--- src/rtl/snrf_pkg.sv ---
`default_nettype none

package snrf_pkg;

    // Window geometry
    localparam int WINDOW_DEPTH = 64;
    localparam int IDX_W        = $clog2(WINDOW_DEPTH);
    localparam int CNT_W        = $clog2(WINDOW_DEPTH + 1);

    // Field widths
    localparam int SERIAL_W = 32;
    localparam int CAP_W    = 7;

    // Capacity after reset
    localparam logic [CAP_W-1:0] CAP_RESET = CAP_W'(50);

    // Requests from the front end to the window store
    typedef struct packed {
        logic check;   // compare a serial and record it if new
        logic clear;   // empty the window
    } snrf_req_t;

    // Map the programmed capacity onto the store: zero acts as one,
    // anything above the depth saturates.
    function automatic logic [CNT_W-1:0] eff_capacity(input logic [CAP_W-1:0] cap);
        logic [CNT_W-1:0] res;
        if (cap == '0)
        begin
            res = CNT_W'(1);
        end
        else if (32'(cap) > WINDOW_DEPTH)
        begin
            res = CNT_W'(WINDOW_DEPTH);
        end
        else
        begin
            res = CNT_W'(cap);
        end
        return res;
    endfunction

endpackage

`default_nettype wire

--- src/rtl/serial_number_replay_filter.sv ---
`default_nettype none

// Replay filter for 32-bit command serial numbers. Each serial beat is
// checked against the most recently recorded serials (up to window_capacity
// of them, 1 to 64; zero acts as 1 and larger values as 64) and answered with
// accepted = 1 if it was new and has now been recorded, or 0 if it is a
// repeat, which leaves the window untouched. When the window is full the
// oldest serial is dropped to make room. One serial is taken every cycle
// while serial_stall is low; each beat is held in the input register feeding
// the single compare-and-record stage that checks all 64 window entries in
// parallel before the result register. Writing window_capacity empties the
// window and must only be done while no beat is in flight.
module serial_number_replay_filter (
    input  wire                                 clk,
    input  wire                                 rst_n,
    input  wire                                 window_capacity_wr,
    input  wire logic [snrf_pkg::CAP_W-1:0]     window_capacity,
    input  wire                                 serial_valid,
    output logic                                serial_stall,
    input  wire logic signed [snrf_pkg::SERIAL_W-1:0] serial_number,
    output logic                                result_valid,
    input  wire                                 result_stall,
    output logic                                accepted
);
    import snrf_pkg::*;

    logic                s1_valid_reg;
    logic                s1_valid_next;
    logic [SERIAL_W-1:0] s1_serial_reg;
    logic                result_valid_reg;
    logic                result_valid_next;
    logic                accepted_reg;
    logic [CNT_W-1:0]    cap_reg;
    logic                advance;
    logic                take;
    logic                hit;
    snrf_req_t           req;

    // Move the held beat on when the result register is free or draining
    assign advance      = !result_valid_reg || !result_stall;
    assign serial_stall = s1_valid_reg && !advance;
    assign take         = serial_valid && !serial_stall;

    // Request fields in order: check, clear
    assign req = {s1_valid_reg && advance, window_capacity_wr};

    snrf_window u_window (
        .clk      (clk),
        .rst_n    (rst_n),
        .req      (req),
        .serial   (s1_serial_reg),
        .capacity (cap_reg),
        .hit      (hit)
    );

    // Next state of the two stages
    always_comb
    begin
        s1_valid_next = s1_valid_reg;
        if (take)
        begin
            s1_valid_next = 1'b1;
        end
        else if (advance)
        begin
            s1_valid_next = 1'b0;
        end

        result_valid_next = result_valid_reg;
        if (req.check)
        begin
            result_valid_next = 1'b1;
        end
        else if (!result_stall)
        begin
            result_valid_next = 1'b0;
        end
    end

    always_ff @(posedge clk or negedge rst_n)
    begin
        if (!rst_n)
        begin
            s1_valid_reg     <= 1'b0;
            result_valid_reg <= 1'b0;
            cap_reg          <= eff_capacity(CAP_RESET);
        end
        else
        begin
            s1_valid_reg     <= s1_valid_next;
            result_valid_reg <= result_valid_next;
            if (window_capacity_wr)
            begin
                cap_reg <= eff_capacity(window_capacity);
            end
        end
    end

    // Hold payloads
    always_ff @(posedge clk)
    begin
        if (take)
        begin
            s1_serial_reg <= serial_number;
        end
        if (req.check)
        begin
            accepted_reg <= !hit;
        end
    end

    assign result_valid = result_valid_reg;
    assign accepted     = accepted_reg;

endmodule

`default_nettype wire

--- src/rtl/snrf_window.sv ---
`default_nettype none

module snrf_window (
    input  wire                                  clk,
    input  wire                                  rst_n,
    input  wire snrf_pkg::snrf_req_t             req,
    input  wire logic [snrf_pkg::SERIAL_W-1:0]   serial,
    input  wire logic [snrf_pkg::CNT_W-1:0]      capacity,
    output logic                                 hit
);
    import snrf_pkg::*;

    logic [SERIAL_W-1:0] entries_reg [WINDOW_DEPTH];
    logic [CNT_W-1:0]    count_reg;
    logic [CNT_W-1:0]    count_next;
    logic [IDX_W-1:0]    oldest_reg;
    logic [IDX_W-1:0]    oldest_next;
    logic [WINDOW_DEPTH-1:0] match;
    logic [IDX_W-1:0]    wr_slot;
    logic                full;
    logic                record;

    // Compare the serial with every entry that lies inside the live window
    always_comb
    begin
        logic [IDX_W-1:0] offset;
        for (int i = 0; i < WINDOW_DEPTH; i++)
        begin
            offset   = IDX_W'(i) - oldest_reg;
            match[i] = ({1'b0, offset} < count_reg) && (entries_reg[i] == serial);
        end
    end

    assign hit     = |match;
    assign record  = req.check && !hit;
    assign full    = (count_reg >= capacity);
    // The new serial lands just past the newest entry; when full the oldest
    // entry is dropped from the window at the same time.
    assign wr_slot = oldest_reg + count_reg[IDX_W-1:0];

    // Advance the oldest pointer (when full) or the count on a recorded serial, drop all on clear
    always_comb
    begin
        count_next  = count_reg;
        oldest_next = oldest_reg;
        if (req.clear)
        begin
            count_next  = '0;
            oldest_next = '0;
        end
        else if (record)
        begin
            if (full)
            begin
                oldest_next = oldest_reg + IDX_W'(1);
            end
            else
            begin
                count_next = count_reg + CNT_W'(1);
            end
        end
    end

    always_ff @(posedge clk or negedge rst_n)
    begin
        if (!rst_n)
        begin
            count_reg  <= '0;
            oldest_reg <= '0;
        end
        else
        begin
            count_reg  <= count_next;
            oldest_reg <= oldest_next;
        end
    end

    // Store the new serial
    always_ff @(posedge clk)
    begin
        if (record)
        begin
            entries_reg[wr_slot] <= serial;
        end
    end

endmodule

`default_nettype wire

--- config.mk ---
export PLATFORM = sky130hd
export DESIGN_NAME = serial_number_replay_filter
export DESIGN_NICKNAME = d
export VERILOG_FILES = /design/src/rtl/snrf_pkg.sv /design/src/rtl/serial_number_replay_filter.sv /design/src/rtl/snrf_window.sv
export SDC_FILE = /design/constraint.sdc
export NUM_CORES = 2
export LEC_CHECK = 0
export BUFFER_PORTS_ARGS = -buffer_cell sky130_fd_sc_hd__buf_2
export CORE_AREA = 2 2 621 314
export CTS_CLUSTER_DIAMETER = 40
export CTS_CLUSTER_SIZE = 24
export DETAILED_ROUTE_END_ITERATION = 10
export DIE_AREA = 0 0 623 316
export PLACE_DENSITY = 0.63
export SLEW_MARGIN = 10
export SYNTH_ARGS = -nofsm -noshare
export SYNTH_HDL_FRONTEND = slang
export SYNTH_SLANG_ARGS = --single-unit
export TNS_END_PERCENT = 1
--- constraint.sdc ---
create_clock -name clk -period 7.51 [get_ports clk]
set_input_delay 0.751 -clock clk [delete_from_list [all_inputs] [get_ports clk]]
set_output_delay 0.751 -clock clk [all_outputs]
set_load 0.05 [all_outputs]
=== Yosys cells after proc, flatten, opt, wreduce, memory -nomap -nowiden ===
Memory sizes are Yosys's and may differ from the RTL's.
Cells that the tools add are included.

* Add/sub/neg operators: 67
* Reduce and logical (&&, ||, !) cells: 81
* Order comparisons: 66
* Mux-type cells: 14
* Equal/unequal tests: 66

{| class="wikitable"
|+ Operators with widths
! cell !! count
|-
| 32-bit == test || 64
|-
| 6-bit by 7-bit less-than comparator with 1-bit output || 64
|-
| 6-bit subtractor (first input constant) || 32
|-
| 5-bit by 6-bit subtractor with 6-bit output (first input constant) || 16
|-
| 1-bit logical AND || 68
|-
| 64-bit OR reduction || 1
|-
| 4-bit by 6-bit subtractor with 6-bit output (first input constant) || 8
|-
| 7-bit 2-to-1 mux || 5
|-
| 3-bit by 6-bit subtractor with 6-bit output (first input constant) || 4
|-
| 6-bit 2-to-1 mux || 3
|-
| 1-bit by 6-bit subtractor with 6-bit output (first input constant) || 2
|-
| 2-bit by 6-bit subtractor with 6-bit output (first input constant) || 2
|-
| 7-bit by 1-bit adder with 7-bit output (second input constant) || 1
|-
| 7-bit >= comparator || 1
|-
| 7-bit greater-than comparator (second input constant) || 1
|-
| 7-bit logical NOT || 1
|-
| 6-bit by 1-bit adder with 6-bit output (second input constant) || 1
|-
| 6-bit adder || 1
|-
| 1-bit 2-to-1 mux || 6
|-
| 2-bit nonzero test || 3
|-
| 1-bit logical NOT || 5
|-
| 2-bit AND reduction || 2
|-
| 2-bit by 1-bit != test with 1-bit output (second input constant) || 1
|-
| 2-bit != test (second input constant) || 1
|-
| 1-bit logical OR || 1
|}

* Memories kept: 1
* Bits in registers: 55
* Bits in writable memories: 2048
* Input port bits: 44

{| class="wikitable"
|+ Memories
! name !! depth !! bits a word !! rd ports !! clocked after memory_dff !! write ports !! line !! text
|-
| u_window.entries_reg || 64 || 32 || 64 || 0 || 1 || snrf_window.sv:13 || <nowiki>logic [SERIAL_W-1:0] entries_reg [WINDOW_DEPTH];</nowiki>
|}

=== Longest topological paths before layout ===
* Depth after elaboration: 8
* Mapped depth: 21
* Depth with buffers taken out: 17

=== By module ===
From an unflattened synthesis, not the netlist that was laid out.

* Cells, all modules: 5970
* Area total of the unflattened synthesis: 93764.9 µm²

{| class="wikitable"
|+ Modules (own cells, without submodules)
! module !! instances !! cells an instance !! seq. area each (µm²) !! area an instance (µm²)
|-
| snrf_window || 1 || 5899 || 61824.3 || 92363.6
|-
| serial_number_replay_filter || 1 || 71 || 1219.9 || 1401.3
|}

=== Worst setup path before layout ===
OpenSTA, ideal clock, no wires.

* Path kind: reg2reg
* From: reg u_window.count_reg[5]
* To: mem u_window.entries_reg[41][0], enable pin
* Cell stages (with the launch flop): 15
* Path slack: 0.997 ns
* Data arrival time: 6.052 ns
* Path buffers: 2
* Data required time: 7.049 ns
* Cells stage by stage: dfrtp_1 > inv_1 > ha_1 > nand2b_1 > a2111oi_1 > nor4_1 > nand4_1 > o211ai_1 > a2111o_1 > nor4_4 > nand3_1 > or2_1 > buf_2 > buf_6 > nor3_1

* Longest elaborated chain between the ends: 7
* Elaborated cells on any way between the ends: 134
* Those cells by class: add/sub (1); order compare (64); mux (2); reduce/logical (67)

{| class="wikitable"
|+ RTL lines
! what !! line !! text
|-
| start, declared || snrf_window.sv:14 || <nowiki>logic [CNT_W-1:0] count_reg;</nowiki>
|-
| start signal, assigned || snrf_window.sv:73 || <nowiki>count_reg <= count_next;</nowiki>
|-
| 6-bit by 7-bit less-than comparator with 1-bit output || snrf_window.sv:30 || <nowiki>match[i] = ({1'b0, offset} < count_reg) && (entries_reg[i] == serial);</nowiki>
|-
| 1-bit logical AND || snrf_window.sv:30 ||
|-
| 64-bit OR reduction || snrf_window.sv:34 || <nowiki>assign hit = |match;</nowiki>
|-
| 1-bit logical NOT || snrf_window.sv:35 || <nowiki>assign record = req.check && !hit;</nowiki>
|-
| 1-bit logical AND || snrf_window.sv:35 ||
|-
| 1-bit 2-to-1 mux || snrf_window.sv:81 || <nowiki>if (record)</nowiki>
|-
| 1-bit 2-to-1 mux (not written as such) || snrf_window.sv:83 || <nowiki>entries_reg[wr_slot] <= serial;</nowiki>
|-
| end, declared || snrf_window.sv:13 ||
|}

Several ways; a longest one is shown, not always the timed one.

=== Final worst setup path ===
* From: reg u_window.oldest_reg[1]
* To: mem u_window.entries_reg[38][25], enable pin

* Longest elaborated chain between the ends: 8
* Elaborated cells on any way between the ends: 198
* Those cells by class: add/sub (65); order compare (64); mux (2); reduce/logical (67)

{| class="wikitable"
|+ RTL lines
! what !! line !! text
|-
| start, declared || snrf_window.sv:16 || <nowiki>logic [IDX_W-1:0] oldest_reg;</nowiki>
|-
| start signal, assigned || snrf_window.sv:74 || <nowiki>oldest_reg <= oldest_next;</nowiki>
|-
| 1-bit by 6-bit subtractor with 6-bit output, or another cell as far along || snrf_window.sv:29 || <nowiki>offset = IDX_W'(i) - oldest_reg;</nowiki>
|-
| 6-bit by 7-bit less-than comparator with 1-bit output || snrf_window.sv:30 ||
|-
| 1-bit logical AND || snrf_window.sv:30 ||
|-
| 64-bit OR reduction || snrf_window.sv:34 ||
|-
| 1-bit logical NOT || snrf_window.sv:35 ||
|-
| 1-bit logical AND || snrf_window.sv:35 ||
|-
| 1-bit 2-to-1 mux || snrf_window.sv:81 ||
|-
| 1-bit 2-to-1 mux (not written as such) || snrf_window.sv:83 ||
|}

Several ways; a longest one is shown, not always the timed one.

==> impl_metrics.py <==
metrics = {
    "outcome": {
        "status": "complete, no violations",
    },
    "synth": {
        "ys_ff_latch": 2103,
        "async_flop_share_pct": 1.05,
        "synth_ff_type": "edfxtp_1",
        "postSynthCellCount": 6008,
        "synth_warnings": 0,
        "synth_cell_types": 72,
        "yosysTopAreaCell": "edfxtp_1",
        "yosysMostFrequentCell": "edfxtp_1",
        "synth_fp_nets": 6213,
        "syn_area_um2": 93300,
        "synth_top_area_share_pct": 67.0,
        "syn_avg_cell_area_um2": 15.5,
        "ys_seq_area_share_pct": 67.5,
        "synthTopCellsByArea": "edfxtp_1 (67%), xor2_1 (15%), xnor2_1 (4.8%)",
        "synth_edf_count": 2081,
        "ys_top_cells_by_count": "edfxtp_1 (2081), xor2_1 (1582), xnor2_1 (516)",
    },
    "floorplanning": {
        "start_util_pct": 48.7,
        "die-height_um": 316,
        "die_w_um": 623,
        "core_um2": 192000,
        "io-pin-count": 47,
        "dieArea_um2": 197000,
        "core.rowCount": 114,
    },
    "sta": {
        "post-route-period-util_pct": 91.9,
        "layout_setup_ws_ns": 0.609,
        "rsz0062_at_grt": "no",
        "tns_ns": 0,
        "slew_headroom_pct": 12.7,
        "slew_viol_final": 0,
        "hold_slack_ns": 0.108,
        "finalHoldViolations": 0,
        "fin_skew_ns": 0.0463,
        "tightest_slew_ns": 1.29,
        "setup_violations": 0,
        "fmax_mhz": 145,
        "fin_crit_ns": 6.90,
    },
    "cells_and_area": {
        "fin_nets": 6429,
        "syn_to_final_growth_pct": 11.0,
        "n_fill_cell": 15400,
        "drive_above_1_share_pct": 10.7,
        "largest_reg_flops": 2048,
    },
    "pwr": {
        "p_per_area_nw_per_um2": 228,
        "peakVddDrop_v": 0.000197,
        "p_leak_nw": 34.2,
    },
    "clock_network": {
        "cts_resized": 0,
        "cts_buffers": 158,
        "cts_setup_buffers": 0,
        "clkTransAtPathRegs_ns": 0.09,
        "clock-sinks": 2103,
        "root_buffer": "clkbuf_16",
        "cts_max_path_buffers": 4,
        "h-tree-depth": 4,
        "clk_latency_ns": 0.83,
        "cts_tree": "built",
    },
    "worst_hold_path": {
        "min_path_type": "primary input to flop",
    },
    "setup_path": {
        "worstPathMaxFanout": 19,
        "reg2reg_setup_slack_ns": 0.61,
        "endpoint_kind": "flop",
        "cp_data_required_time_ns": 8.00,
        "worstSetupPathType": "flop to flop",
        "critPathArrivalTime_ns": 7.40,
        "crit_path_start_kind": "flop",
    },
    "drt": {
        "drt-wirelength-per-cell_um": 29.2,
        "firstDrtPassIters": 6,
        "final_antenna_net_count": 0,
        "vias": 51500,
        "drc_errors": 0,
        "first_iter_violations": 6926,
        "wirelength_mm": 260,
        "viasPerCell": 5.79,
    },
    "global_route": {
        "grt_pass1_wl_mm": 368,
        "grt_pass1_vias": 48500,
        "grt_usage_pct": 26.2,
        "grt_max_degree": 73,
        "antenna_found_initial": 15,
        "grt.overflow.total": 0,
    },
    "place": {
        "numPortBuffers": 46,
        "hpwl_mm": 164,
        "gp_congestion": 1.02,
        "pre_cts_ws_ns": 0.928,
    },
    "flow_run": {
        "cap_violations": 0,
    },
}
## final timing paths
| check | from | to | depth (start not counted) |
|---|---|---|---|
| max | u_window.oldest_reg[1] | u_window.entries_reg[38][25] | 15 |
| min | serial_number[29] | s1_serial_reg[29] | 1 |
| max reg2reg | u_window.oldest_reg[1] | u_window.entries_reg[38][25] | 15 |
| min reg2reg | s1_valid_reg | result_valid | 1 |
| max in group asynchronous | rst_n | u_window.count_reg[6] | 2 |
| min in group asynchronous | rst_n | s1_valid_reg | 2 |
## critical path: stages, from the launching register on
cell and delay (ns):
dfrtp_1 0.73, inv_1 0.37, ha_1 0.41, xor2_1 0.40, inv_1 0.09, ha_1 0.32
nand4_1 0.09, o22ai_1 0.54, nor3_1 0.19, a31oi_1 0.44, nand4_1 0.39, nor4_4 0.42
nand3_1 0.15, or2_2 0.58, nor3_2 1.01, buf_4 0.42
## per-stage QoR
stage	std cells	util, %	instance area [um2]	power (mW)
after floorplan	6008	-	93300	14.3
after global placement	8614	51.2	98200	14.9
after detailed placement	8615	51.2	98200	14.9
after CTS	8895	54.0	104000	23.7
after global routing	8895	54.0	104000	24.3
final	8899	54.0	104000	23.6
## what timing repair did
item / in CTS / in global routing
hold buffers: 1 / 0
endpoints found under the hold margin: 19 / 0
setup endpoints to repair: 0 / 0
## cell type report
cell class,count,area (um2),share of cell area (%)
inverters,109,410,0.396
clock buffers,171,4110,3.97
flip-flops and latches,2103,63000,60.9
diodes,4,10.0,0.00966
clock inverters,108,1220,1.18
well taps,2552,3190,3.08
multi-input cells,3527,28400,27.4
repair buffers,325,3190,3.08
## power by group
| part | internal (mW) | switching, mW | leakage [nW] | total, mW |
|---|---|---|---|---|
| clock network | 4.44 | 4.48 | 2.57 | 8.93 |
| logic | 0.506 | 1.14 | 12.6 | 1.65 |
| registers | 13.0 | 0.0542 | 19.0 | 13.0 |
| total | 17.9 | 5.68 | 34.2 | 23.6 |
## per-layer routing
layer | GRT usage [%] | vias to the layer above | part of all wire [%]
li1 | - | 22500 | -
met3 | 5.85 | 266 | 10
met1 | 43.5 | 26400 | 49
met2 | 35.2 | 2328 | 40
met4 | 4.01 | 2 | 1.5
met5 | 0 | - | 0.0077
## kinds of logic after synthesis
group / count (synthesis) / synth area share [%]
flip-flops: 2103 / 67.5
XOR/XNOR: 2098 / 19.7
AND/OR/NAND/NOR: 1017 / 6.36
buffers and inverters: 378 / 2.46
AO/OA/AOI/OAI: 251 / 1.78
adder cells (fa/ha/maj): 161 / 2.17
## layout by cell type, fill, tap and decap left out, types with 7 or more instances in the layout
cell        netlist  final
edfxtp_1       2081   2081
xor2_1         1582   1581
xnor2_1         516    515
nor4_1          404    396
nand4_1         222    222
buf_4           145    209
clkbuf_16         0    163
ha_1            160    160
inv_1           108    107
a21oi_1          88     88
buf_12            1     69
nor3_1          125     67
nand2_1          66     66
nand3_1          63     63
nor3_2            6     58
nor2_1           52     52
buf_2            61     46
o21ai_0          34     34
a21o_1           28     28
nor2b_1          22     22
inv_6             0     20
dfrtp_1          19     18
clkinv_4          0     17
a22oi_1          16     16
clkinv_8          0     16
nand2b_1         13     13
or4_1            13     13
clkinvlp_4        0     12
clkinv_1          0     11
clkinv_2          0     10
o31ai_1          10     10
a221o_1           8      8
and2_1            8      8
nor4_2            0      8
clkbuf_1         25      8
bufinv_16         0      8
inv_8             0      7
Note: power is estimated with default switching activity, not from simulation.
